<file path="src/rtl/core/lbc_pkg.sv">
`default_nettype none

package lbc_pkg;

    localparam int LEDS      = 4;
    localparam int LED_IDX_W = (LEDS > 1) ? $clog2(LEDS) : 1;
    localparam int PIN_W     = 4;
    localparam int POL_W     = 4;
    localparam int PERIOD_W  = 24;
    localparam int TOGGLE_W  = 17;
    localparam int MODE_W    = 2;
    localparam int INDEX_W   = 8;
    localparam int TIMES_W   = 16;
    localparam int CFG_IDX_W = 3;
    localparam int CFG_W     = PERIOD_W;

    localparam logic [PERIOD_W-1:0] PERIOD_RESET = PERIOD_W'(1000);

    // register map
    localparam logic [CFG_IDX_W-1:0] REG_POLARITY    = CFG_IDX_W'(0);
    localparam logic [CFG_IDX_W-1:0] REG_PERIOD_BASE = CFG_IDX_W'(1);

    typedef enum logic [MODE_W-1:0] {
        MODE_INIT  = 2'd0,
        MODE_ON    = 2'd1,
        MODE_OFF   = 2'd2,
        MODE_BLINK = 2'd3
    } mode_t;

    localparam logic STATUS_OK        = 1'b0;
    localparam logic STATUS_BAD_INDEX = 1'b1;

    typedef struct packed {
        mode_t                mode;
        logic [INDEX_W-1:0]   led_index;
        logic [TIMES_W-1:0]   blink_times;
    } req_t;

    typedef struct packed {
        logic                 status;
        logic [PIN_W-1:0]     pin_levels;
    } rsp_t;

    typedef struct packed {
        logic [POL_W-1:0]               polarity_low;
        logic [LEDS-1:0][PERIOD_W-1:0]  period;
    } cfg_t;

endpackage

`default_nettype wire

</file>
<file path="src/rtl/core/lbc_cfg_regs.sv">
`default_nettype none

module lbc_cfg_regs
    import lbc_pkg::*;
(
    input  wire logic                   clk,
    input  wire logic                   rst_n,
    input  wire logic                   cfg_we,
    input  wire logic [CFG_IDX_W-1:0]   cfg_index,
    input  wire logic [CFG_W-1:0]       cfg_data,
    output cfg_t                        cfg
);

    logic [POL_W-1:0]               polarity_reg;
    logic [POL_W-1:0]               polarity_next;
    logic [LEDS-1:0][PERIOD_W-1:0]  period_reg;
    logic [LEDS-1:0][PERIOD_W-1:0]  period_next;

    always_comb
    begin
        polarity_next = polarity_reg;
        period_next   = period_reg;
        if (cfg_we)
        begin
            if (cfg_index == REG_POLARITY)
            begin
                polarity_next = cfg_data[POL_W-1:0];
            end
            for (int i = 0; i < LEDS; i++)
            begin
                if (cfg_index == CFG_IDX_W'(int'(REG_PERIOD_BASE) + i))
                begin
                    period_next[i] = cfg_data[PERIOD_W-1:0];
                end
            end
        end
    end

    always_ff @(posedge clk or negedge rst_n)
    begin
        if (!rst_n)
        begin
            polarity_reg <= '0;
            for (int i = 0; i < LEDS; i++)
            begin
                period_reg[i] <= PERIOD_RESET;
            end
        end
        else
        begin
            polarity_reg <= polarity_next;
            period_reg   <= period_next;
        end
    end

    assign cfg.polarity_low = polarity_reg;
    assign cfg.period       = period_reg;

endmodule

`default_nettype wire

</file>
<file path="config.mk">
export PLATFORM = sky130hd
export DESIGN_NAME = lbc_cfg_regs
export DESIGN_NICKNAME = d
export VERILOG_FILES = /design/src/rtl/core/lbc_pkg.sv /design/src/rtl/core/lbc_cfg_regs.sv
export SDC_FILE = /design/constraint.sdc
export NUM_CORES = 1
export LEC_CHECK = 0
export BUFFER_PORTS_ARGS = -buffer_cell sky130_fd_sc_hd__buf_4
export CAP_MARGIN = 20
export CORE_MARGIN = 5
export CORE_UTILIZATION = 39
export DETAILED_ROUTE_END_ITERATION = 10
export GPL_TIMING_DRIVEN = 0
export PLACE_DENSITY = 0.66
export SLEW_MARGIN = 20
export SYNTH_ARGS = -nofsm -noshare
export SYNTH_HDL_FRONTEND = slang
export SYNTH_SLANG_ARGS = --single-unit
</file>
<file path="constraint.sdc">
create_clock -name clk -period 0.8 [get_ports clk]
set_input_delay 0.04 -clock clk [delete_from_list [all_inputs] [get_ports clk]]
set_output_delay 0.04 -clock clk [all_outputs]
set_load 0.01 [all_outputs]
</file>
== Yosys cells after proc, flatten, opt, wreduce, memory -nomap -nowiden ==
Index checks and enable logic that the tools add are counted.
Operators by class
  add/subtract/negate cells: 0
  multiply operators: 0
  divide/modulo/power cells: 0
  $lt $le $gt $ge: 0
  equality and inequality tests: 4
  shifts and indexed selects: 0
  mux-type cells: 0
  bitwise gates (word level): 0
  reduce and logical (&&, ||, !) cells: 6
Operator list (number)
  2-bit AND reduction: 5
  3-bit by 2-bit == test with 1-bit output (second input constant): 2
  3-bit by 1-bit == test with 1-bit output (second input constant): 1
  3-bit == test (second input constant): 1
  3-bit logical NOT: 1
Storage, ports and cells
  bits in registers: 100
  latch bits: 0
  memory bits (writable): 0
  memory bits (read-only): 0
  input port bits: 30
  output and inout bits: 100
  word-level logic and storage cells: 15
  memories: 0

== Logic depth before layout (Yosys ltp) ==
  word-level depth: 2
  gate-level depth with buffers: 4
  gate-level depth less buffers: 2

== Worst setup path before layout ==
No wires, ideal clock.
  kind: input -> register
  start: input cfg_index[1]
  end: register period_reg, in the netlist cfg[76]
  library setup time: 0.125 ns
  arrival: 0.938 ns
  data required time: 0.675 ns
  setup slack: -0.263 ns
  stages: 4
  buffers on the path: 2
  path through: nor4bb_1 -> buf_2 -> buf_6 -> mux2_2
Between the ends
  longest elaborated chain between the ends: 2
Ends and longest elaborated chain
  from (decl): RTL line lbc_cfg_regs.sv:9  | input wire logic [CFG_IDX_W-1:0] cfg_index,
  3-bit == test: RTL line lbc_cfg_regs.sv:31  | if (cfg_index == CFG_IDX_W'(int'(REG_PERIOD_BASE) + i))
  2-bit AND reduction (no line)
  to (signal assigned): RTL line lbc_cfg_regs.sv:52  | period_reg <= period_next;
  to (decl): RTL line lbc_cfg_regs.sv:16  | logic [LEDS-1:0][PERIOD_W-1:0] period_reg;
No other way between the ends.
A chain may end at the register's enable or synchronous reset.

== Worst setup path in the final report ==
  start: register period_reg, in the netlist cfg[54]
  end: output cfg[54] (netlist bit)
RTL lines
  to (decl): RTL line lbc_cfg_regs.sv:11  | output cfg_t cfg
No word-level cell between the ends.

==> results_dict.tcl <==
set metrics [dict create \
    period_needed_ps 1060 \
    cts.path.max_buffers 2 \
    drt-met1-wl_um 4560 \
    switching_share 0.270 \
    first_iter_violations 84 \
    crit_buf_inv 1 \
    dr_wl_met2_um 5690 \
    synth_area_per_cell_um2 18.4 \
    fmax_mhz 940 \
    gp_congestion 0.716 \
    cp_slowest_cell "dfstp_2" \
    numCtsBuffers 9 \
    drive_gt1_frac 0.767 \
    status "finished, violations left" \
    final_common_cell "buf_6" \
    clock-root-buffer "clkbuf_8" \
    yosysWarningCount 0 \
    rows 36 \
    grt_pass1_vias 3033 \
    wl_per_cell_um 19.1 \
    critPathCapture "cfg[54]" \
    multiInputGateArea_um2 1530 \
    clk_latency_ps 360 \
    antenna_cells 0 \
    core-area_um2 9860 \
    synth.area.top_cells "dfrtp_1 48%, mux2_2 17%, dfstp_2 16%, mux2_4 15%, buf_6 1.7%" \
    mostFrequentLayoutCells "145 x buf_6, 81 x mux2_4, 76 x dfrtp_1" \
    crit_start "cfg[54]$_DFFE_PN1P_" \
    viasPerCell 4.58 \
    path_delay_family "flip-flops" \
    reg2reg_depth 2 \
    grt-ovfl-total 0 \
    syn_area_um2 3970 \
    rr_startpoint "cfg[36]$_DFFE_PN0P_" \
    antenna_found_initial 0 \
    fin_worst_skew_ps 0 \
    drc 0 \
    pre_cts_slack_ps -537 \
    finalHoldViolCount 76 \
    period_share 1.33 \
    cts_tree "done" \
    finalSetupViolCount 155 \
    leakage_nw 3.26 \
    top_layer "met4" \
    path_max_fanout 2 \
    crit_chain "buf_6" \
    largest_register_ffs 96 \
    slew_headroom 0.404 \
    switchingPower_mw 4.62 \
    p_int_mw 12.5 \
    required_ps 760 \
    synthCells 216 \
    violations "negative hold slack, negative setup slack" \
    rsz0062_at_grt "yes" \
    synth_top_area_frac 0.479 \
    port_buffers 129 \
    hold_ws_ps -221 \
    synth_nets 246 \
    crit_path_start_kind "flop" \
    power_frac_seq 0.428 \
    num_vias 2640 \
    synth_seq_area_share 0.638 \
    synth_cell_type_count 10 \
    nNetsFinal 468 \
    die_h_um 111 \
    critPathKind "flop to primary output" \
    ir_drop_mv 1.39 \
    dr.pass1.iters 4 \
    r2r-end "cfg[36]$_DFFE_PN0P_" \
    maxCapViolations 0 \
    max_stage_delay_ps 550 \
    routed_wl_um 11000 \
    setup_ws_ps -264 \
    final_antenna_net_count 0 \
    clock_power_share 0.198 \
    seq_area_um2 2530 \
    chipWidth_um 111 \
    met3_length_um 545 \
    yosysTopAreaCell "dfrtp_1" \
    die_area_um2 12300 \
    final_util 0.697 \
    start_util 0.402 \
    fill_cells 644 \
    pwr_density_cell_nw_per_um2 2490 \
    rrSetupSlack_ps -140 \
    cp_num_cells 1 \
    area_delta_synth_final_pct 73.3 \
    tightest_slew_ps 894 \
    clk_pin_slew_ps 100 \
    finalMaxSlewViolations 0 \
    htreeDepth 3 \
    clock-sinks 100 \
    io_pins 130 \
    power_frac_comb 0.374 \
    synth_seq_cells 100 \
    crit_path_end_kind "primary output" \
    min-delay-path-class "input port to async pin" \
    cts_hold_buffers 24 \
    grt_max_degree 101 \
    grt_first_pass_wirelength_um 17100 \
    worst_ep_arrival_time_ps 1020 \
    post-dp-hpwl_um 6190 \
    grt_usage 0.176 \
]
stage by stage:
stage / cells / area [um^2] / power, mW / setup TNS (ps)
2_1_floorplan: 216 / 4130 / 9.08 / -13880
3_3_place_gp: 478 / 5270 / 11.4 / -65020
3_5_place_dp: 478 / 5270 / 11.5 / -37040
4_1_cts: 567 / 6630 / 16.7 / -23330
5_1_grt: 576 / 6870 / 17.9 / -27520
6_report: 576 / 6870 / 17.1 / -21730
worst min-delay path by stage:
| stage | from | endpoint | depth (start not counted) | slack (ps) |
|---|---|---|---|---|
| detailed placement | rst_n | cfg[10]$_DFFE_PN0P_ | 1 | 200 |
| finish | rst_n | cfg[28]$_DFFE_PN0P_ | 1 | -220 |
| CTS | rst_n | cfg[14]$_DFFE_PN0P_ | 1 | -210 |
| floorplan | rst_n | cfg[0]$_DFFE_PN0P_ | 0 | -260 |
| global placement | cfg_data[9] | cfg[33]$_DFFE_PN1P_ | 2 | 300 |
| global route | rst_n | cfg[58]$_DFFE_PN0P_ | 1 | -160 |
power groups by stage:
stage / logic, mW / registers (mW) / clock network (mW)
after floorplan: 1.52 / 7.56 / 0
after global placement: 4.32 / 7.08 / 0
after detailed placement: 4.39 / 7.10 / 0
after CTS: 5.98 / 7.21 / 3.53
after global routing: 6.74 / 7.47 / 3.71
final: 6.40 / 7.32 / 3.38
Yosys cell counts:
master / instances
dfstp_2: 24
dfrtp_1: 76
nand4b_2: 1
and4bb_1: 2
buf_6: 6
nor4bb_1: 1
nor4b_2: 1
buf_2: 5
mux2_4: 40
mux2_2: 60
kinds of logic after synthesis:
family	Yosys count	synth area share
buf+inv	11	0.0233
flops	100	0.638
mux	100	0.322
simple gates	5	0.0164
layer usage:
metal,vias up,global-route usage
li1,1208,-
met1,1342,0.213
met2,77,0.304
met3,13,0.0480
met4,0,0.0591
met5,-,0
cell type report:
cell class / instances / share of cell area
plain buffers: 11 / 0.0237
well taps: 133 / 0.0242
flip-flops and latches: 100 / 0.368
clock inverters: 5 / 0.00874
repair buffers: 211 / 0.330
clock buffers: 11 / 0.0222
multi-input cells: 105 / 0.222
repair_timing:
item	4_1_cts	5_1_grt
gates resized for setup	126	41
hold endpoints to repair	176	76
pin swaps	2	0
setup endpoints to repair	150	164
setup buffers	46	10
cloned	3	0
Power figures use the tool's default switching activity.
