--- src/rtl/core/lbc_pkg.sv ---
`default_nettype none

package lbc_pkg;

    localparam int LEDS      = 4;
    localparam int LED_IDX_W = (LEDS > 1) ? $clog2(LEDS) : 1;
    localparam int PIN_W     = 4;
    localparam int POL_W     = 4;
    localparam int PERIOD_W  = 24;
    localparam int TOGGLE_W  = 17;
    localparam int MODE_W    = 2;
    localparam int INDEX_W   = 8;
    localparam int TIMES_W   = 16;
    localparam int CFG_IDX_W = 3;
    localparam int CFG_W     = PERIOD_W;

    localparam logic [PERIOD_W-1:0] PERIOD_RESET = PERIOD_W'(1000);

    // register map
    localparam logic [CFG_IDX_W-1:0] REG_POLARITY    = CFG_IDX_W'(0);
    localparam logic [CFG_IDX_W-1:0] REG_PERIOD_BASE = CFG_IDX_W'(1);

    typedef enum logic [MODE_W-1:0] {
        MODE_INIT  = 2'd0,
        MODE_ON    = 2'd1,
        MODE_OFF   = 2'd2,
        MODE_BLINK = 2'd3
    } mode_t;

    localparam logic STATUS_OK        = 1'b0;
    localparam logic STATUS_BAD_INDEX = 1'b1;

    typedef struct packed {
        mode_t                mode;
        logic [INDEX_W-1:0]   led_index;
        logic [TIMES_W-1:0]   blink_times;
    } req_t;

    typedef struct packed {
        logic                 status;
        logic [PIN_W-1:0]     pin_levels;
    } rsp_t;

    typedef struct packed {
        logic [POL_W-1:0]               polarity_low;
        logic [LEDS-1:0][PERIOD_W-1:0]  period;
    } cfg_t;

endpackage

`default_nettype wire

--- src/rtl/core/lbc_led_core.sv ---
`default_nettype none

module lbc_led_core
    import lbc_pkg::*;
(
    input  wire logic   clk,
    input  wire logic   rst_n,
    input  wire logic   step_fire,
    input  req_t        req,
    input  cfg_t        cfg,
    output rsp_t        result
);

    logic [LEDS-1:0][PERIOD_W-1:0]  tick_reg;
    logic [LEDS-1:0][PERIOD_W-1:0]  tick_next;
    logic [LEDS-1:0][TOGGLE_W-1:0]  toggle_reg;
    logic [LEDS-1:0][TOGGLE_W-1:0]  toggle_next;
    logic [LEDS-1:0]                phase_reg;
    logic [LEDS-1:0]                phase_next;
    logic [PIN_W-1:0]               pin_reg;
    logic [PIN_W-1:0]               pin_next;
    logic                           status;
    logic                           bad_index;
    logic [LED_IDX_W-1:0]           sel;
    logic [TOGGLE_W-1:0]            toggle_limit;

    assign sel          = req.led_index[LED_IDX_W-1:0];
    assign bad_index    = req.led_index >= INDEX_W'(LEDS);
    assign toggle_limit = {req.blink_times, 1'b0};

    always_comb
    begin
        tick_next   = tick_reg;
        toggle_next = toggle_reg;
        phase_next  = phase_reg;
        pin_next    = pin_reg;
        status      = STATUS_OK;
        if (req.mode != MODE_INIT && bad_index)
        begin
            status = STATUS_BAD_INDEX;
        end
        else
        begin
            unique case (req.mode)
                MODE_INIT:
                begin
                    for (int i = 0; i < LEDS; i++)
                    begin
                        pin_next[i] = cfg.polarity_low[i];
                    end
                end
                MODE_ON:
                begin
                    pin_next[sel] = ~cfg.polarity_low[sel];
                end
                MODE_OFF:
                begin
                    pin_next[sel] = cfg.polarity_low[sel];
                end
                MODE_BLINK:
                begin
                    if (toggle_reg[sel] < toggle_limit)
                    begin
                        if (tick_reg[sel] == '0)
                        begin
                            tick_next[sel]   = PERIOD_W'(1);
                            toggle_next[sel] = toggle_reg[sel] + TOGGLE_W'(1);
                            phase_next[sel]  = ~phase_reg[sel];
                            pin_next[sel]    = ~phase_reg[sel] ^ cfg.polarity_low[sel];
                        end
                        else if (tick_reg[sel] < cfg.period[sel])
                        begin
                            tick_next[sel] = tick_reg[sel] + PERIOD_W'(1);
                        end
                        else
                        begin
                            tick_next[sel] = '0;
                        end
                    end
                end
                default:
                begin
                    status = STATUS_OK;
                end
            endcase
        end
    end

    always_ff @(posedge clk or negedge rst_n)
    begin
        if (!rst_n)
        begin
            tick_reg   <= '0;
            toggle_reg <= '0;
            phase_reg  <= '0;
            pin_reg    <= '0;
        end
        else if (step_fire)
        begin
            tick_reg   <= tick_next;
            toggle_reg <= toggle_next;
            phase_reg  <= phase_next;
            pin_reg    <= pin_next;
        end
    end

    assign result.status     = status;
    assign result.pin_levels = pin_next;

`ifndef NO_ASSERTIONS
    a_pins_hold_when_idle: assert property (@(posedge clk) disable iff (!rst_n)
        !step_fire |=> $stable(pin_reg))
        else $error("pin register changed without a word");

    a_blink_state_only_on_blink: assert property (@(posedge clk) disable iff (!rst_n)
        step_fire && req.mode != MODE_BLINK |=>
            $stable(tick_reg) && $stable(toggle_reg) && $stable(phase_reg))
        else $error("blink state changed by a non-blink word");

    a_bad_index_no_change: assert property (@(posedge clk) disable iff (!rst_n)
        step_fire && req.mode != MODE_INIT && bad_index |=>
            $stable(pin_reg) && $stable(tick_reg) && $stable(toggle_reg))
        else $error("bad index word changed state");
`endif

endmodule

`default_nettype wire

--- config.mk ---
export PLATFORM = sky130hd
export DESIGN_NAME = lbc_led_core
export DESIGN_NICKNAME = d
export VERILOG_FILES = /design/src/rtl/core/lbc_pkg.sv /design/src/rtl/core/lbc_led_core.sv
export SDC_FILE = /design/constraint.sdc
export NUM_CORES = 1
export LEC_CHECK = 0
export ABC_AREA = 1
export BUFFER_PORTS_ARGS = -buffer_cell sky130_fd_sc_hd__buf_2
export CAP_MARGIN = 10
export CORE_MARGIN = 8
export CORE_UTILIZATION = 55
export CTS_BUF_LIST = sky130_fd_sc_hd__clkbuf_8
export DETAILED_ROUTE_END_ITERATION = 16
export HOLD_SLACK_MARGIN = 0.05
export MAX_ROUTING_LAYER = met4
export PLACE_DENSITY = 0.79
export SYNTH_ARGS = -nofsm -noshare
export SYNTH_HDL_FRONTEND = slang
export SYNTH_SLANG_ARGS = --single-unit
--- constraint.sdc ---
create_clock -name clk -period 4.11 [get_ports clk]
set_input_delay 0.822 -clock clk [delete_from_list [all_inputs] [get_ports clk]]
set_output_delay 0.822 -clock clk [all_outputs]
set_load 0.005 [all_outputs]
After elaboration in Yosys (flattened, before gate mapping) --
Cells that the tools add are included.
Cells by class: $add $sub $neg 2, reductions and logical operators 7, $lt $le $gt $ge 5, muxes and demuxes 29, bitwise operators 9, equal/unequal tests 3
Operator list (count):
- $mux 96 | 2
- $and 96x96->96 | 1
- $bmux 24 s2 | 2
- $bwmux 96 | 1
- $not 96->96 | 1
- $and 92x92->92 | 1
- $not 92->92 | 1
- $mux 24 | 3
- $bwmux 68 | 1
- $demux 24 s2 | 1
- $bmux 17 s2 | 1
- $demux 17 s2 | 1
- $mux 17 | 2
- $add 24x1->24 const B | 1
- $logic_not 24->1 | 1
- $lt 24x24->1 | 1
- $add 17x1->17 const B | 1
- $lt 17x17->1 | 1
- $bwmux 4 | 4
- $pmux 4 s4 | 1
- $mux 4 | 3
- $ge 8x3->1 const B | 1
- $reduce_and 5->1 | 1
- $bmux 1 s2 | 2
- 13 further kinds | 20
Word-level totals: word-level logic and storage cells 65, output and inout bits 5, input port bits 129, flip-flop bits (word level) 172

Logic depth before layout (Yosys ltp) --
word-level depth 9, gate-level depth with buffers 25, mapped depth without buffers 21

Worst setup path before layout --
OpenSTA, ideal clock, no wires.
path kind input-to-output, from input req[16] (netlist name), to output result[3] (netlist name), required time 3.288 ns, slack -0.056 ns, path buffers 3, stages on the path 18, arrival time 3.344 ns, cell sequence inv_2 -> buf_2 -> nor2_2 -> buf_4 -> buf_2 -> a22o_1 -> a221oi_1 -> inv_1 -> ha_1 -> a21oi_1 -> o21ai_0 -> a41oi_1 -> nand2_2 -> nand2_1 -> nand3_1 -> nand2_1 -> nand2_1 -> nand2_1
RTL lines:
- start: declaration | line lbc_led_core.sv:9 | input req_t req,
- end: declaration | line lbc_led_core.sv:11 | output rsp_t result

==> out/metrics.csv <==
metric,value,unit
crit_start,req[16],
clock_path_buffers,2,
setup_viol,0,
rsz0062_at_grt,yes,
synth_area,11400,µm²
n_antenna_cell,0,
synth_seq_cells,172,
antenna_found_initial,0,
hold_viol_final,0,
grt_pass1_wl,54.9,mm
status,"finished, final reports clean",
yosysWarnings,0,
grt-ovfl-total,0,
relSlewSlack,0.421,
grt_pass1_vias,11187,
ios,134,
cts_htree_levels,4,
cellPowerDensity,275,nW/µm²
slew_violations,0,
worstSkewPairLatency,0.49,ns
clock_skew,0.0207,ns
vias,11232,
synth_flop_cell,dfrtp_1,
syn-num-nets,1750,
leakage,7.30,nW
synth_top_area_frac,0.379,
dpl.hpwl,25.0,mm
max_freq,255,MHz
nNetsFinal,1939,
min_period_over_period,0.954,
hold_path_class,input port to async pin,
synth_edf_count,0,
dpl-instance-area,12900,µm²
place_congestion,0.996,
wl_per_cell,16.4,µm
syn_to_final_growth,18.2,%
end_kind,output pin,
cts_buffers,17,
critPathRequiredTime,3.29,ns
grt_usage,0.270,
rr_worst_depth,16,
cts.sink_count,172,
irDropWorstVdd,0.227,mV
crit_top_cell,nand2_1,
critical_path.max_fanout,7,
cp.depth,20,
worstMarginPinSlew,0.868,ns
rows,52,
die_w,160,µm
cts_tree,built,
drv_cap,0,
finalPower,0.00369,W
largest_register_ffs,96,
crit_type,input port to output pin,
syn_area_per_cell,7.19,µm²
port_buffers,133,
ant_nets,0,
drc,0,
rr_startpoint,toggle_reg[14],
instances_no_fill,2052,
synthArstFlopShare,1.00,
core,20200,µm²
path_cells,buf_6 > inv_4 > nor2_4 > buf_6 > buf_4 > a22oi_1 > nand2_1 > ha_1 > nand2_1 > nor2_1 > a211oi_2 > nand2_1 > nand2_2 > nand2_4 > nand2_1 > nand3_1 > nand2_1 > nand2_1 > nand2_1 > buf_2,
dr.pass1.iters,6,
die-area,25500,µm²
start_util,0.561,
finish.instance_area,13400,µm²
clk_pin_slew_worst_paths,0.11,ns
syn-instance-count,1580,
ff2ff_setup_slack,0.98,ns
die_height,160,µm
slowest_delay,0.26,ns
final_layout_size_suffix_gt1_frac,0.192,
grt_max_degree,93,
path_buf_inv,5,
cp_slowest_cell,nor2_4,
fin_crit,3.92,ns
synth_cell_type_count,45,
synth_largest_area_cell,dfrtp_1,
drt-total-wl,33.7,mm
via_per_inst,5.47,
critPathTopFamily,simple AND/OR/NAND/NOR gates,
ys_seq_area_frac,0.379,
crit_arrival,3.10,ns
start_kind,input port,
r2r_end,toggle_reg[61],
drtIter0Drc,1029,
synthTopCellsByArea,"dfrtp_1, nand2_1, inv_1",
root_buffer,clkbuf_8,
place_inst,2014,
worst max-delay path by stage:
stage / endpoint / slack, ns
finish: result[1] / 0.19
global route: result[0] / -0.06
CTS: result[2] / 0.004
detailed placement: toggle_reg[55] / -0.0007
global placement: result[2] / 0.04
floorplan: result[3] / 0.02
per-stage QoR:
step / TNS [ns] / hold slack (ns) / util / setup WS, ns
3_5_place_dp: -0.000659 / 0.465 / 0.636 / -0.000659
5_1_grt: -0.151 / 0.454 / 0.664 / -0.0583
4_1_cts: 0 / 0.426 / 0.657 / 0.00367
2_1_floorplan: 0 / 0.442 / - / 0.0182
3_3_place_gp: 0 / 0.456 / 0.636 / 0.0359
6_report: 0 / 0.395 / 0.664 / 0.187
cells in the mapped netlist, types with 11 or more instances:
| library cell | instances |
|---|---|
| nand4_1 | 14 |
| clkbuf_1 | 14 |
| inv_1 | 168 |
| a21oi_1 | 38 |
| ha_1 | 41 |
| nand3_1 | 90 |
| nor2_1 | 84 |
| o21ai_0 | 116 |
| xor2_1 | 22 |
| a221oi_1 | 24 |
| buf_6 | 11 |
| nor3_1 | 11 |
| nand2_1 | 534 |
| nor2_2 | 16 |
| dfrtp_1 | 172 |
| o21ai_1 | 56 |
| buf_2 | 29 |
| inv_2 | 17 |
| a22o_1 | 28 |
worst register-to-register path: cells and delay by family, from the launching register on:
kind            cells  cell delay [ns]
flops               1             0.42
buf+inv             5             0.96
compound gates      6             0.90
simple gates        4             0.47
fa+ha+maj           1             0.30
area by class of cell:
cell class                 instances  area [µm²]
clock buffer                      17         234
timing repair buffer             236        1630
inverter                         187         707
sequential                       172        4300
clock inverter                    15         193
tap                              270         338
fill                            1743        6810
multi-input combinational       1155        6030
layer usage:
layer / routed length, µm / GRT usage / part of all wire / vias to the layer above
met3: 2090 / 0.0414 / 0.062 / 85
li1: - / - / - / 5519
met2: 16600 / 0.451 / 0.49 / 393
met5: 0 / - / 0 / -
met1: 14000 / 0.319 / 0.41 / 5235
met4: 1080 / 0.116 / 0.032 / 0
what timing repair did:
action,CTS,global route
setup endpoints to repair,0,4
hold buffers,0,0
setup buffers,0,5
gates resized for setup,0,21
cells by family after synthesis:
family	count (synthesis)	share of synthesized area
flip-flops	172	0.379
AND/OR/NAND/NOR	784	0.297
adder cells (fa/ha/maj)	41	0.0452
AO/OA/AOI/OAI	302	0.160
XOR/XNOR	28	0.0216
buffers and inverters	253	0.0974
power breakdown:
| group | total (W) | switching [W] | internal, W |
|---|---|---|---|
| clock network | 0.00129 | 0.000756 | 0.000529 |
| logic | 0.000662 | 0.000401 | 0.000262 |
| registers | 0.00174 | 0.0000248 | 0.00172 |
| total | 0.00369 | 0.00118 | 0.00251 |
placed cells by master (no fill, tap or decap), types with 13 or more instances in the layout:
cell      instances
a21oi_1          38
a221oi_1         23
a22o_1           28
buf_12           13
buf_2           131
buf_4            87
clkbuf_8         17
dfrtp_1         172
ha_1             40
inv_1           168
inv_2            15
nand2_1         533
nand3_1          90
nand4_1          14
nor2_1           84
nor2_2           14
o21ai_0         115
o21ai_1          57
xor2_1           22
No activity file was read; power rests on OpenSTA's default activity.
